<file path="config.mk">
export PLATFORM = sky130hd
export DESIGN_NAME = binary_contour_pixel_finder_unit_flat
export DESIGN_NICKNAME = d
export VERILOG_FILES = /design/src/design/bcpf_pkg.sv /design/src/design/bcpf_if.sv /design/src/design/bcpf_ram.sv /design/src/design/bcpf_front.sv /design/src/design/bcpf_back.sv /design/src/design/binary_contour_pixel_finder_unit.sv /design/src/flat_wrapper.sv
export SDC_FILE = /design/constraint.sdc
export NUM_CORES = 2
export LEC_CHECK = 0
export BUFFER_PORTS_ARGS = -buffer_cell sky130_fd_sc_hd__buf_2
export CAP_MARGIN = 30
export CORE_UTILIZATION = 40
export DETAILED_ROUTE_END_ITERATION = 8
export SLEW_MARGIN = 20
export SYNTH_ARGS = -nofsm -noshare
export SYNTH_HDL_FRONTEND = slang
export SYNTH_SLANG_ARGS = --single-unit
</file>
<file path="constraint.sdc">
create_clock -name clk_i -period 44.2 [get_ports clk_i]
set_input_delay 8.84 -clock clk_i [delete_from_list [all_inputs] [get_ports clk_i]]
set_output_delay 8.84 -clock clk_i [all_outputs]
set_load 0.05 [all_outputs]
</file>
<file path="src/design/bcpf_pkg.sv">
// ----------------------------------------------------------------------------
// bcpf_pkg: shared definitions for the contour pixel finder
// Register codes, field widths, reset sizes and the result record.
// ----------------------------------------------------------------------------
package bcpf_pkg;

  // fixed field widths
  localparam int unsigned CFG_DATA_W = 11;
  localparam int unsigned COORD_W    = 10;

  // default storage limits
  localparam int unsigned DEF_MAX_HEIGHT = 1024;
  localparam int unsigned DEF_MAX_WIDTH  = 1024;

  // frame size after reset and the smallest usable size
  localparam int unsigned FRAME_HEIGHT_RST = 480;
  localparam int unsigned FRAME_WIDTH_RST  = 640;
  localparam int unsigned MIN_SIZE         = 3;

  // result queue between front and back
  localparam int unsigned QUEUE_DEPTH = 4;

  // configuration register indexes
  typedef enum logic {
    CFG_FRAME_HEIGHT = 1'b0,
    CFG_FRAME_WIDTH  = 1'b1
  } cfg_index_e;

  // one result beat
  typedef struct packed {
    logic               is_contour;
    logic [COORD_W-1:0] x;
    logic [COORD_W-1:0] y;
    logic               frame_end;
  } result_t;

  // result handed from the front to the queue
  typedef struct packed {
    logic    valid;
    result_t data;
  } result_push_t;

  // size register value saturated to [MIN_SIZE, max_size], minus one
  function automatic int unsigned size_last(logic [CFG_DATA_W-1:0] v,
                                            int unsigned max_size);
    int unsigned val;
    val = int'(v);
    if (val < MIN_SIZE) begin
      return MIN_SIZE - 1;
    end else if (val > max_size) begin
      return max_size - 1;
    end
    return val - 1;
  endfunction

endpackage

</file>
<file path="src/design/bcpf_if.sv">
// ----------------------------------------------------------------------------
// bcpf_if: stream channels of the contour pixel finder
// Valid/ready channels for the mask pixels and the contour results.
// ----------------------------------------------------------------------------

// mask pixel channel
interface bcpf_pixel_if;
  logic valid;
  logic ready;
  logic pixel;

  modport source (output valid, output pixel, input ready);
  modport sink   (input valid, input pixel, output ready);
endinterface

// contour result channel
interface bcpf_result_if import bcpf_pkg::*; ();
  logic               valid;
  logic               ready;
  logic               is_contour;
  logic [COORD_W-1:0] contour_x;
  logic [COORD_W-1:0] contour_y;
  logic               frame_end;

  modport source (output valid, output is_contour, output contour_x,
                  output contour_y, output frame_end, input ready);
  modport sink   (input valid, input is_contour, input contour_x,
                  input contour_y, input frame_end, output ready);
endinterface

</file>
<file path="src/design/bcpf_ram.sv">
// ----------------------------------------------------------------------------
// bcpf_ram: generic RAM, one write port, two registered read ports
// Contents are not reset.
// ----------------------------------------------------------------------------
module bcpf_ram #(
  parameter int unsigned WIDTH = 2,
  parameter int unsigned DEPTH = 1024
) (
  input  logic                                     clk_i,
  input  logic                                     we_i,
  input  logic [((DEPTH > 1) ? $clog2(DEPTH) : 1)-1:0] waddr_i,
  input  logic [WIDTH-1:0]                         wdata_i,
  input  logic                                     re_i,
  input  logic [((DEPTH > 1) ? $clog2(DEPTH) : 1)-1:0] raddr_a_i,
  input  logic [((DEPTH > 1) ? $clog2(DEPTH) : 1)-1:0] raddr_b_i,
  output logic [WIDTH-1:0]                         rdata_a_o,
  output logic [WIDTH-1:0]                         rdata_b_o
);

  logic [WIDTH-1:0] mem_q [DEPTH];

  // write port
  always_ff @(posedge clk_i) begin
    if (we_i) begin
      mem_q[waddr_i] <= wdata_i;
    end
  end

  // registered reads
  always_ff @(posedge clk_i) begin
    if (re_i) begin
      rdata_a_o <= mem_q[raddr_a_i];
      rdata_b_o <= mem_q[raddr_b_i];
    end
  end

endmodule

</file>
<file path="src/design/bcpf_front.sv">
// ----------------------------------------------------------------------------
// bcpf_front: pixel intake, line store and neighbourhood check
// Tracks the frame position, reads the two stored columns at the incoming
// row, judges the centre pixel in the following cycle and pushes results.
// ----------------------------------------------------------------------------
module bcpf_front import bcpf_pkg::*; #(
  parameter int unsigned MAX_HEIGHT = DEF_MAX_HEIGHT,
  parameter int unsigned MAX_WIDTH  = DEF_MAX_WIDTH
) (
  input  logic                  clk_i,
  input  logic                  rst_ni,
  bcpf_pixel_if.sink            pix_i,
  input  logic                  cfg_we_i,
  input  cfg_index_e            cfg_index_i,
  input  logic [CFG_DATA_W-1:0] cfg_data_i,
  input  logic                  room_i,
  output result_push_t          push_o
);

  localparam int unsigned YW = (MAX_HEIGHT > 1) ? $clog2(MAX_HEIGHT) : 1;
  localparam int unsigned XW = (MAX_WIDTH > 1) ? $clog2(MAX_WIDTH) : 1;
  localparam int unsigned RST_H_LAST = size_last(CFG_DATA_W'(FRAME_HEIGHT_RST), MAX_HEIGHT);
  localparam int unsigned RST_W_LAST = size_last(CFG_DATA_W'(FRAME_WIDTH_RST), MAX_WIDTH);

  // store entry: bit 1 older column, bit 0 previous column
  localparam int unsigned PREV  = 0;
  localparam int unsigned OLDER = 1;

  logic [YW-1:0] h_last_q, h_last_d;
  logic [XW-1:0] w_last_q, w_last_d;
  logic [YW-1:0] row_q, row_d;
  logic [XW-1:0] col_q, col_d;
  logic          clearing_q, clearing_d;
  logic [YW-1:0] clr_addr_q, clr_addr_d;

  logic          s2_valid_q;
  logic [YW-1:0] s2_row_q;
  logic [XW-1:0] s2_x_q;
  logic          s2_pixel_q;
  logic          s2_judge_q;
  logic          s2_last_q;
  logic          above_q;

  logic          accept;
  logic          judge;
  logic          last;
  logic          found;
  logic          ram_we;
  logic [YW-1:0] ram_waddr;
  logic [1:0]    ram_wdata;
  logic [1:0]    rd_a;
  logic [1:0]    rd_b;

  // intake handshake
  assign pix_i.ready = ~clearing_q & room_i;
  assign accept      = pix_i.valid & pix_i.ready;

  // classification of the incoming position
  assign judge = (col_q >= XW'(2)) && (row_q != '0) && (row_q != h_last_q);
  assign last  = (col_q == w_last_q) && (row_q == h_last_q);

  // frame size registers and position counters
  always_comb begin
    h_last_d   = h_last_q;
    w_last_d   = w_last_q;
    row_d      = row_q;
    col_d      = col_q;
    clearing_d = clearing_q;
    clr_addr_d = clr_addr_q;
    if (clearing_q) begin
      clr_addr_d = clr_addr_q + 1'b1;
      if (clr_addr_q == YW'(MAX_HEIGHT - 1)) begin
        clearing_d = 1'b0;
      end
    end
    if (cfg_we_i) begin
      unique case (cfg_index_i)
        CFG_FRAME_HEIGHT: h_last_d = YW'(size_last(cfg_data_i, MAX_HEIGHT));
        CFG_FRAME_WIDTH:  w_last_d = XW'(size_last(cfg_data_i, MAX_WIDTH));
        default:          ;
      endcase
      row_d = '0;
      col_d = '0;
    end else if (accept) begin
      if (row_q == h_last_q) begin
        row_d = '0;
        col_d = (col_q == w_last_q) ? '0 : col_q + 1'b1;
      end else begin
        row_d = row_q + 1'b1;
      end
    end
  end

  always_ff @(posedge clk_i or negedge rst_ni) begin
    if (!rst_ni) begin
      h_last_q   <= YW'(RST_H_LAST);
      w_last_q   <= XW'(RST_W_LAST);
      row_q      <= '0;
      col_q      <= '0;
      clearing_q <= 1'b1;
      clr_addr_q <= '0;
      s2_valid_q <= 1'b0;
      above_q    <= 1'b0;
    end else begin
      h_last_q   <= h_last_d;
      w_last_q   <= w_last_d;
      row_q      <= row_d;
      col_q      <= col_d;
      clearing_q <= clearing_d;
      clr_addr_q <= clr_addr_d;
      s2_valid_q <= accept;
      if (s2_valid_q) begin
        above_q <= rd_a[PREV];
      end
    end
  end

  // second stage payload
  always_ff @(posedge clk_i) begin
    if (accept) begin
      s2_row_q   <= row_q;
      s2_x_q     <= col_q - 1'b1;
      s2_pixel_q <= pix_i.pixel;
      s2_judge_q <= judge;
      s2_last_q  <= last;
    end
  end

  // line store: clearing pass first, then column shift at the judged row
  assign ram_we    = clearing_q | s2_valid_q;
  assign ram_waddr = clearing_q ? clr_addr_q : s2_row_q;
  assign ram_wdata = clearing_q ? 2'b00 : {rd_a[PREV], s2_pixel_q};

  bcpf_ram #(
    .WIDTH (2),
    .DEPTH (MAX_HEIGHT)
  ) u_line_store (
    .clk_i     (clk_i),
    .we_i      (ram_we),
    .waddr_i   (ram_waddr),
    .wdata_i   (ram_wdata),
    .re_i      (accept),
    .raddr_a_i (row_q),
    .raddr_b_i (row_q + 1'b1),
    .rdata_a_o (rd_a),
    .rdata_b_o (rd_b)
  );

  // neighbourhood check on the centre pixel
  assign found = s2_judge_q & rd_a[PREV] &
                 ((rd_a[OLDER] ^ s2_pixel_q) | (above_q ^ rd_b[PREV]));

  // result towards the queue
  always_comb begin
    push_o.valid           = s2_valid_q & (found | s2_last_q);
    push_o.data.is_contour = found;
    push_o.data.x          = found ? COORD_W'(s2_x_q) : '0;
    push_o.data.y          = found ? COORD_W'(s2_row_q) : '0;
    push_o.data.frame_end  = s2_last_q;
  end

endmodule

</file>
<file path="src/design/bcpf_back.sv">
// ----------------------------------------------------------------------------
// bcpf_back: result queue and output channel
// Small FIFO that parts the pixel side from the result side.
// ----------------------------------------------------------------------------
module bcpf_back import bcpf_pkg::*; (
  input  logic          clk_i,
  input  logic          rst_ni,
  input  result_push_t  push_i,
  output logic          room_o,
  bcpf_result_if.source res_o
);

  localparam int unsigned PW = $clog2(QUEUE_DEPTH);

  result_t       entries_q [QUEUE_DEPTH];
  logic [PW-1:0] wptr_q;
  logic [PW-1:0] rptr_q;
  logic [PW:0]   count_q;
  logic          pop;

  // room for the beat in flight plus a new one
  assign room_o = count_q <= (PW + 1)'(QUEUE_DEPTH - 2);

  // output side
  assign pop              = res_o.valid & res_o.ready;
  assign res_o.valid      = count_q != '0;
  assign res_o.is_contour = entries_q[rptr_q].is_contour;
  assign res_o.contour_x  = entries_q[rptr_q].x;
  assign res_o.contour_y  = entries_q[rptr_q].y;
  assign res_o.frame_end  = entries_q[rptr_q].frame_end;

  // queue storage
  always_ff @(posedge clk_i) begin
    if (push_i.valid) begin
      entries_q[wptr_q] <= push_i.data;
    end
  end

  // pointers and fill level
  always_ff @(posedge clk_i or negedge rst_ni) begin
    if (!rst_ni) begin
      wptr_q  <= '0;
      rptr_q  <= '0;
      count_q <= '0;
    end else begin
      if (push_i.valid) begin
        wptr_q <= wptr_q + 1'b1;
      end
      if (pop) begin
        rptr_q <= rptr_q + 1'b1;
      end
      case ({push_i.valid, pop})
        2'b10:   count_q <= count_q + 1'b1;
        2'b01:   count_q <= count_q - 1'b1;
        default: count_q <= count_q;
      endcase
    end
  end

endmodule

</file>
<file path="src/design/binary_contour_pixel_finder_unit.sv">
// ----------------------------------------------------------------------------
// binary_contour_pixel_finder_unit: streaming 3x3 contour finder
// Reports set interior pixels of a column-major binary mask whose
// horizontal or vertical neighbours differ, plus a frame-end beat.
// ----------------------------------------------------------------------------
// Takes one mask pixel per clock when not stalled, rows fastest then columns,
// and gives a result beat for each contour pixel found and one for the
// frame's last pixel. After reset the line store is cleared through all
// MAX_HEIGHT entries, during which no pixel is taken (configuration writes
// still are). A pixel's result passes the second-stage register and the
// result queue before it leaves; the single line store access per pixel
// sets the rate, and a four-beat result queue lets the two sides stall on their own.
// Writing either size register restarts the frame position at column 0,
// row 0; sizes are saturated to 3..MAX_HEIGHT and 3..MAX_WIDTH.
module binary_contour_pixel_finder_unit import bcpf_pkg::*; #(
  parameter int unsigned MAX_HEIGHT = DEF_MAX_HEIGHT,
  parameter int unsigned MAX_WIDTH  = DEF_MAX_WIDTH
) (
  input  logic                  clk_i,
  input  logic                  rst_ni,
  bcpf_pixel_if.sink            pix_i,
  bcpf_result_if.source         res_o,
  input  logic                  cfg_we_i,
  input  cfg_index_e            cfg_index_i,
  input  logic [CFG_DATA_W-1:0] cfg_data_i
);

  result_push_t push;
  logic         room;

  // intake, line store and check
  bcpf_front #(
    .MAX_HEIGHT (MAX_HEIGHT),
    .MAX_WIDTH  (MAX_WIDTH)
  ) u_front (
    .clk_i       (clk_i),
    .rst_ni      (rst_ni),
    .pix_i       (pix_i),
    .cfg_we_i    (cfg_we_i),
    .cfg_index_i (cfg_index_i),
    .cfg_data_i  (cfg_data_i),
    .room_i      (room),
    .push_o      (push)
  );

  // result queue and output
  bcpf_back u_back (
    .clk_i  (clk_i),
    .rst_ni (rst_ni),
    .push_i (push),
    .room_o (room),
    .res_o  (res_o)
  );

endmodule

</file>
<file path="src/flat_wrapper.sv">
// flat-port wrapper written by rule: the top's interface ports become plain ports
module binary_contour_pixel_finder_unit_flat import bcpf_pkg::*;
#(
  parameter int unsigned MAX_HEIGHT = DEF_MAX_HEIGHT,
  parameter int unsigned MAX_WIDTH  = DEF_MAX_WIDTH
)
  (clk_i, rst_ni, cfg_we_i, cfg_index_i, cfg_data_i, pix_i_valid, pix_i_pixel, pix_i_ready, res_o_valid, res_o_is_contour, res_o_contour_x, res_o_contour_y, res_o_frame_end, res_o_ready);
  bcpf_pixel_if pix_i_i ();
  bcpf_result_if res_o_i ();
  input  logic clk_i;
  input  logic rst_ni;
  input  logic cfg_we_i;
  input  cfg_index_e cfg_index_i;
  input  logic [CFG_DATA_W-1:0] cfg_data_i;
  input wire logic [$bits(pix_i_i.valid)-1:0] pix_i_valid;
  input wire logic [$bits(pix_i_i.pixel)-1:0] pix_i_pixel;
  output wire logic [$bits(pix_i_i.ready)-1:0] pix_i_ready;
  output wire logic [$bits(res_o_i.valid)-1:0] res_o_valid;
  output wire logic [$bits(res_o_i.is_contour)-1:0] res_o_is_contour;
  output wire logic [$bits(res_o_i.contour_x)-1:0] res_o_contour_x;
  output wire logic [$bits(res_o_i.contour_y)-1:0] res_o_contour_y;
  output wire logic [$bits(res_o_i.frame_end)-1:0] res_o_frame_end;
  input wire logic [$bits(res_o_i.ready)-1:0] res_o_ready;
  assign pix_i_i.valid = pix_i_valid;
  assign pix_i_i.pixel = pix_i_pixel;
  assign pix_i_ready = pix_i_i.ready;
  assign res_o_valid = res_o_i.valid;
  assign res_o_is_contour = res_o_i.is_contour;
  assign res_o_contour_x = res_o_i.contour_x;
  assign res_o_contour_y = res_o_i.contour_y;
  assign res_o_frame_end = res_o_i.frame_end;
  assign res_o_i.ready = res_o_ready;
  binary_contour_pixel_finder_unit #(.MAX_HEIGHT(MAX_HEIGHT), .MAX_WIDTH(MAX_WIDTH)) u_core (.clk_i(clk_i), .rst_ni(rst_ni), .pix_i(pix_i_i), .res_o(res_o_i), .cfg_we_i(cfg_we_i), .cfg_index_i(cfg_index_i), .cfg_data_i(cfg_data_i));
endmodule
</file>
## After elaboration in Yosys (flattened, before gate mapping)

Memory sizes are Yosys's and may differ from the RTL's. A register that Yosys moved wholly into a read port is not among the register bits.
Index checks and enable logic that the tools add are counted.

| storage, ports and cells | value |
|---|---|
| flip-flop bits (word level) | 83 |
| RAM bits | 2136 |
| input port bits | 18 |
| output and inout bits | 24 |
| logic and storage cells | 89 |
| memories | 2 |

| operators by class | value |
|---|---|
| $add $sub $neg | 9 |
| order comparisons | 4 |
| equality and inequality tests | 6 |
| multiplexer cells | 28 |
| bitwise operators | 13 |
| reductions and logical operators | 11 |

Memories:

| memory | words | bits a word | rd ports | clocked after memory_dff | write ports | RTL line | text |
|---|---|---|---|---|---|---|---|
| u_core.u_front.u_line_store.mem_q | 1024 | 2 | 2 | 2 | 1 | bcpf_ram.sv:20 | `logic [WIDTH-1:0] mem_q [DEPTH];` |
| u_core.u_back.entries_q | 4 | 22 | 1 | 0 | 1 | bcpf_back.sv:15 | `result_t entries_q [QUEUE_DEPTH];` |

Operators with widths:

| cell | count |
|---|---|
| two-way mux 10 bit | 14 |
| adder 10 x 1 -> 10 bit (second input constant) | 3 |
| == test 10 bit | 2 |
| subtractor 10 x 1 -> 10 bit (second input constant) | 2 |
| two-way mux 1 bit | 12 |
| greater-than comparator 11 bit (second input constant) | 1 |
| less-than comparator 11 x 2 -> 1 bit (second input constant) | 1 |
| == test 10 bit (second input constant) | 1 |
| >= comparator 10 x 2 -> 1 bit (second input constant) | 1 |
| != test 10 bit | 1 |
| nonzero test 10 bit | 1 |
| AND 1 bit | 6 |
| one-hot mux 3 bit (2 select lines) | 1 |
| AND reduction 2 bit | 3 |
| nonzero test 2 bit | 3 |
| adder 2 x 1 -> 2 bit (second input constant) | 2 |
| adder 3 x 1 -> 3 bit (second input constant) | 1 |
| <= comparator 3 x 2 -> 1 bit (second input constant) | 1 |
| logical AND 1 bit | 3 |
| bitwise OR 1 bit | 3 |
| nonzero test 3 bit | 1 |
| subtractor 3 x 1 -> 3 bit (second input constant) | 1 |
| == test 2 x 1 -> 1 bit (second input constant) | 1 |
| == test 2 bit (second input constant) | 1 |
| 3 further kinds | 5 |

## Logic depth before layout (Yosys ltp)

| logic depth | value |
|---|---|
| word-level depth | 7 |
| gate-level depth with buffers | 24 |
| gate-level depth less buffers | 11 |

## Hierarchy

From an unflattened synthesis, not the netlist that was laid out.

| unflattened totals | value |
|---|---|
| cells, all modules | 6751 |
| area, all modules | 108512.8 um^2 |

By module, submodules not included:

| module | instances | cells an instance | area each (um^2) | sequential area each (um^2) |
|---|---|---|---|---|
| bcpf_ram | 1 | 6209 | 100784.2 | 61619.1 |
| bcpf_front | 1 | 390 | 4110.2 | 2038.2 |
| bcpf_back | 1 | 152 | 3618.5 | 2817.7 |

## Least setup slack after synthesis

OpenSTA, ideal clock, no wires.

| timing path | value |
|---|---|
| path kind | reg2reg |
| start | register u_core.u_front.clearing_q |
| end | memory u_core.u_front.u_line_store.mem_q[0][1] (data pin) |
| setup time | 5.222 ns |
| arrival | 25.890 ns |
| data required time | 38.978 ns |
| setup slack | 13.088 ns |
| stages on the path, launching flop included | 6 |
| path buffers | 4 |
| period minus slack after synthesis | 31.112 ns |
| path through | dfstp_2 -> clkbuf_1 -> clkbuf_1 -> buf_1 -> buf_1 -> nor2b_1 |

| between the ends | value |
|---|---|
| cells in the longest elaborated chain, start to end | 1 |

Ends and longest elaborated chain:

| what | RTL line | text |
|---|---|---|
| start: declaration | bcpf_front.sv:33 | `logic clearing_q, clearing_d;` |
| start signal: assignment | bcpf_front.sv:109 | `clearing_q <= clearing_d;` |
| two-way mux 2 bit | bcpf_front.sv:132 | `assign ram_wdata = clearing_q ? 2'b00 : {rd_a[PREV], s2_pixel_q};` |
| named net u_core.u_front.ram_wdata[1] | bcpf_front.sv:50 | `logic [1:0] ram_wdata;` |
| end: declaration | bcpf_ram.sv:20 |  |

The timed path passes the listed nets, and every way through them passes these cells.

## Worst setup path in the final report

| timing path | value |
|---|---|
| start | register u_core.u_back.rptr_q[0] |
| end | output res_o_contour_x[6] |

| between the ends | value |
|---|---|
| cells in the longest elaborated chain, start to end | 1 |

Ends and longest elaborated chain:

| what | RTL line | text |
|---|---|---|
| start: declaration | bcpf_back.sv:17 | `logic [PW-1:0] rptr_q;` |
| start signal: assignment | bcpf_back.sv:50 | `rptr_q <= rptr_q + 1'b1;` |
| memory read (4 x 22 bit) | - |  |
| end: declaration | flat_wrapper.sv:20 | `output wire logic [$bits(res_o_i.contour_x)-1:0] res_o_contour_x;` |

No other way between the ends.

==> flow_summary.json <==
{
  "cts.clk_slew.worst_paths_ps": 60,
  "drv_cap": 0,
  "via_count": 58400,
  "final_util_pct": 45.3,
  "critPathKind": "flip-flop to primary output",
  "clockBufferDepth": 3,
  "cts_tree": "yes",
  "crit_arrival_ps": 2460,
  "async_flop_share_pct": 2.70,
  "rr_startpoint": "u_core.u_front.row_q[1]",
  "dr.pass1.iters": 5,
  "finClkSkew_ps": 45.3,
  "initial_utilization_pct": 40.4,
  "drtIter0Drc": 8631,
  "die_height_um": 501,
  "synthesis.area_um2": 99400,
  "r2r_setup_slack_ps": 36760,
  "setup_viol": 0,
  "wl_um": 307000,
  "synth_flop_cell": "edfxtp_1",
  "maxSlewViolCount": 0,
  "first_global_vias": 58100,
  "ios": 42,
  "tightest_slew_ps": 1090,
  "power.leakage_nw": 33.1,
  "path_cells": "buf_4 -> mux4_2 -> buf_2",
  "drcViolationCount": 0,
  "core_area_um2": 246000,
  "avgSynthCellArea_um2": 17.0,
  "vias_per_cell": 6.27,
  "dieArea_um2": 251000,
  "drtAntennaViolNets": 0,
  "slowest_delay_ps": 590,
  "status": "completed",
  "track_usage_pct": 24.4,
  "worstSetupStartpointType": "flip-flop",
  "cts-htree-levels": 4,
  "wire_per_inst_um": 33.0,
  "irDropWorstVdd_uv": 57.4,
  "synthesis.nets": 5872,
  "relSlewSlack_pct": 27.5,
  "grt_pass1_wl_um": 435000,
  "detailed_place_hpwl_um": 182000,
  "p_per_area_nw_per_um2": 49.1,
  "cts_root_buf": "clkbuf_16",
  "grt_max_degree": 262,
  "hold_viol": 0,
  "synthDistinctLibCells": 71,
  "worst-path-max-fanout": 24,
  "cp.required_ps": 35360,
  "nNetsFinal": 5842,
  "endpoint_kind": "primary output",
  "worstHoldStart": "u_core.u_back.count_q[2]",
  "rsz0062_at_grt": "no",
  "ys_seq_area_share_pct": 66.8,
  "post_cts_resized": 0,
  "routabilityCongestion": 0.855,
  "postCtsSetupBuffers": 0,
  "period_share_pct": 25.6,
  "worstSetupStartpoint": "u_core.u_back.rptr_q[0]",
  "die_width_um": 501,
  "num_rows": 182,
  "grt_antenna_before_repair": 17,
  "slowest_stage": "mux4_2",
  "netlist_instances": 5840,
  "holdBufCountCts": 0,
  "ys_warn_count": 0,
  "layout-drive-gt1-share_pct": 25.9,
  "clock_latency_ps": 900,
  "synth_edf_count": 2162,
  "power_mw": 5.48,
  "yosys_register_bits": 2222,
  "hp-class": "flip-flop to flip-flop",
  "areaGrowthSynthToFinish_pct": 12.3,
  "fin_crit_ps": 11300,
  "setup_tns_ps": 0,
  "cts_buffers": 226,
  "cts.sinks": 2222,
  "port-buffer-count": 41,
  "overflow": 0,
  "fmax_mhz": 88.5
}
## Yosys cell counts, drive strengths merged, types with 22 or more instances
library cell / instances / area (um2)
xor2: 27 / 236
nand2: 358 / 1340
nor3: 46 / 230
a31oi: 33 / 206
mux2i: 36 / 360
a21oi: 51 / 255
inv: 22 / 82.6
xnor2: 36 / 315
and2: 44 / 275
nand3: 106 / 531
edfxtp: 2162 / 64900
o21ai: 60 / 300
dfrtp: 43 / 1080
nor2: 1086 / 4080
clkbuf: 257 / 965
mux4: 878 / 19800
nand4: 29 / 181
a22oi: 64 / 480
buf: 247 / 1400
## power breakdown
group	switching [mW]	internal, mW
registers	0.0245	2.43
clock network	0.823	1.10
logic	0.645	0.456
total	1.49	3.98
## final timing paths
path,end,cells after the start
max,res_o_contour_x[6],3
min,u_core.u_back.count_q[2],1
max reg2reg,u_core.u_front.u_line_store.rdata_b_o[0],13
min reg2reg,u_core.u_back.count_q[2],1
max in group asynchronous,u_core.u_front.row_q[2],2
min in group asynchronous,u_core.u_front.w_last_q[8],2
## critical path, delay by kind of cell (launching register included)
kind	cells	cell delay [ps]
buffers and inverters	2	650
muxes	1	590
DFF	1	320
## sequential cells by signal (all words and copies together) (netlist names), 10 cells and up
name,cells
u_core.u_back.entries_q,88
u_core.u_front.col_q,10
u_core.u_front.w_last_q,10
u_core.u_front.clr_addr_q,10
u_core.u_front.s2_x_q,10
u_core.u_front.row_q,10
u_core.u_front.s2_row_q,10
u_core.u_front.h_last_q,10
u_core.u_front.u_line_store.mem_q,2048
## through the flow
step | hold slack [ps] | setup slack, ps | cells | instance area [um2]
3_5_place_dp | 480 | 33260 | 8885 | 104000
4_1_cts | 495 | 32800 | 9306 | 111000
3_3_place_gp | 476 | 33260 | 8839 | 103000
6_report | 485 | 32900 | 9322 | 112000
2_1_floorplan | 420 | 13090 | 5840 | 99400
5_1_grt | 509 | 32780 | 9317 | 112000
## layout by cell type, fill, tap and decap left out, types with 13 or more instances in the layout
master	netlist	final
a211oi_1	14	14
xor2_1	27	25
a21oi_1	51	50
buf_8	0	15
a22oi_1	64	64
nor3_1	46	46
nor2_1	1086	1080
nand2_1	358	339
nand3_1	106	90
nand3_4	0	16
clkbuf_16	0	229
inv_1	21	19
bufinv_16	0	24
nor2b_1	15	13
xnor2_1	36	31
dfrtp_1	43	35
dfstp_2	17	17
and3_1	13	13
a22o_1	20	20
and2_1	43	43
buf_2	102	46
clkinv_1	4	55
a31oi_1	33	33
mux2_2	14	14
mux2i_1	36	36
clkbuf_1	257	49
nand4_1	29	29
buf_16	0	27
o21ai_0	58	58
buf_4	69	144
mux4_2	878	878
edfxtp_1	2162	2162
clkinv_2	0	41
## cell type report
type | instances | area (um2)
Fill cell | 21200 | 135000
Sequential cell | 2222 | 66500
Multi-Input combinational cell | 3088 | 31000
Clock buffer | 285 | 6010
Tap cell | 3312 | 4140
Timing Repair Buffer | 246 | 2530
Clock inverter | 136 | 1320
Inverter | 26 | 97.6
Antenna cell | 7 | 17.5
## metal layers
metal | wire, um | track usage (%)
met1 | 118000 | 33.1
met2 | 142000 | 37.7
met3 | 32200 | 5.73
met4 | 14700 | 10.7
met5 | 77 | 0
## kinds of logic (layout without fill, tap and decap cells)
kind of cell    Yosys count  after routing  share of synthesized area, %
compound gates          346            346                          2.42
xor+xnor                 63             63                         0.555
fa+ha+maj                14             14                         0.184
buf+inv                 530            693                          2.47
flops                  2222           2222                          66.8
mux                     928            928                          20.4
other cells               0              7                             0
simple gates           1737           1737                          7.12
No activity file was read; power rests on OpenSTA's default activity.
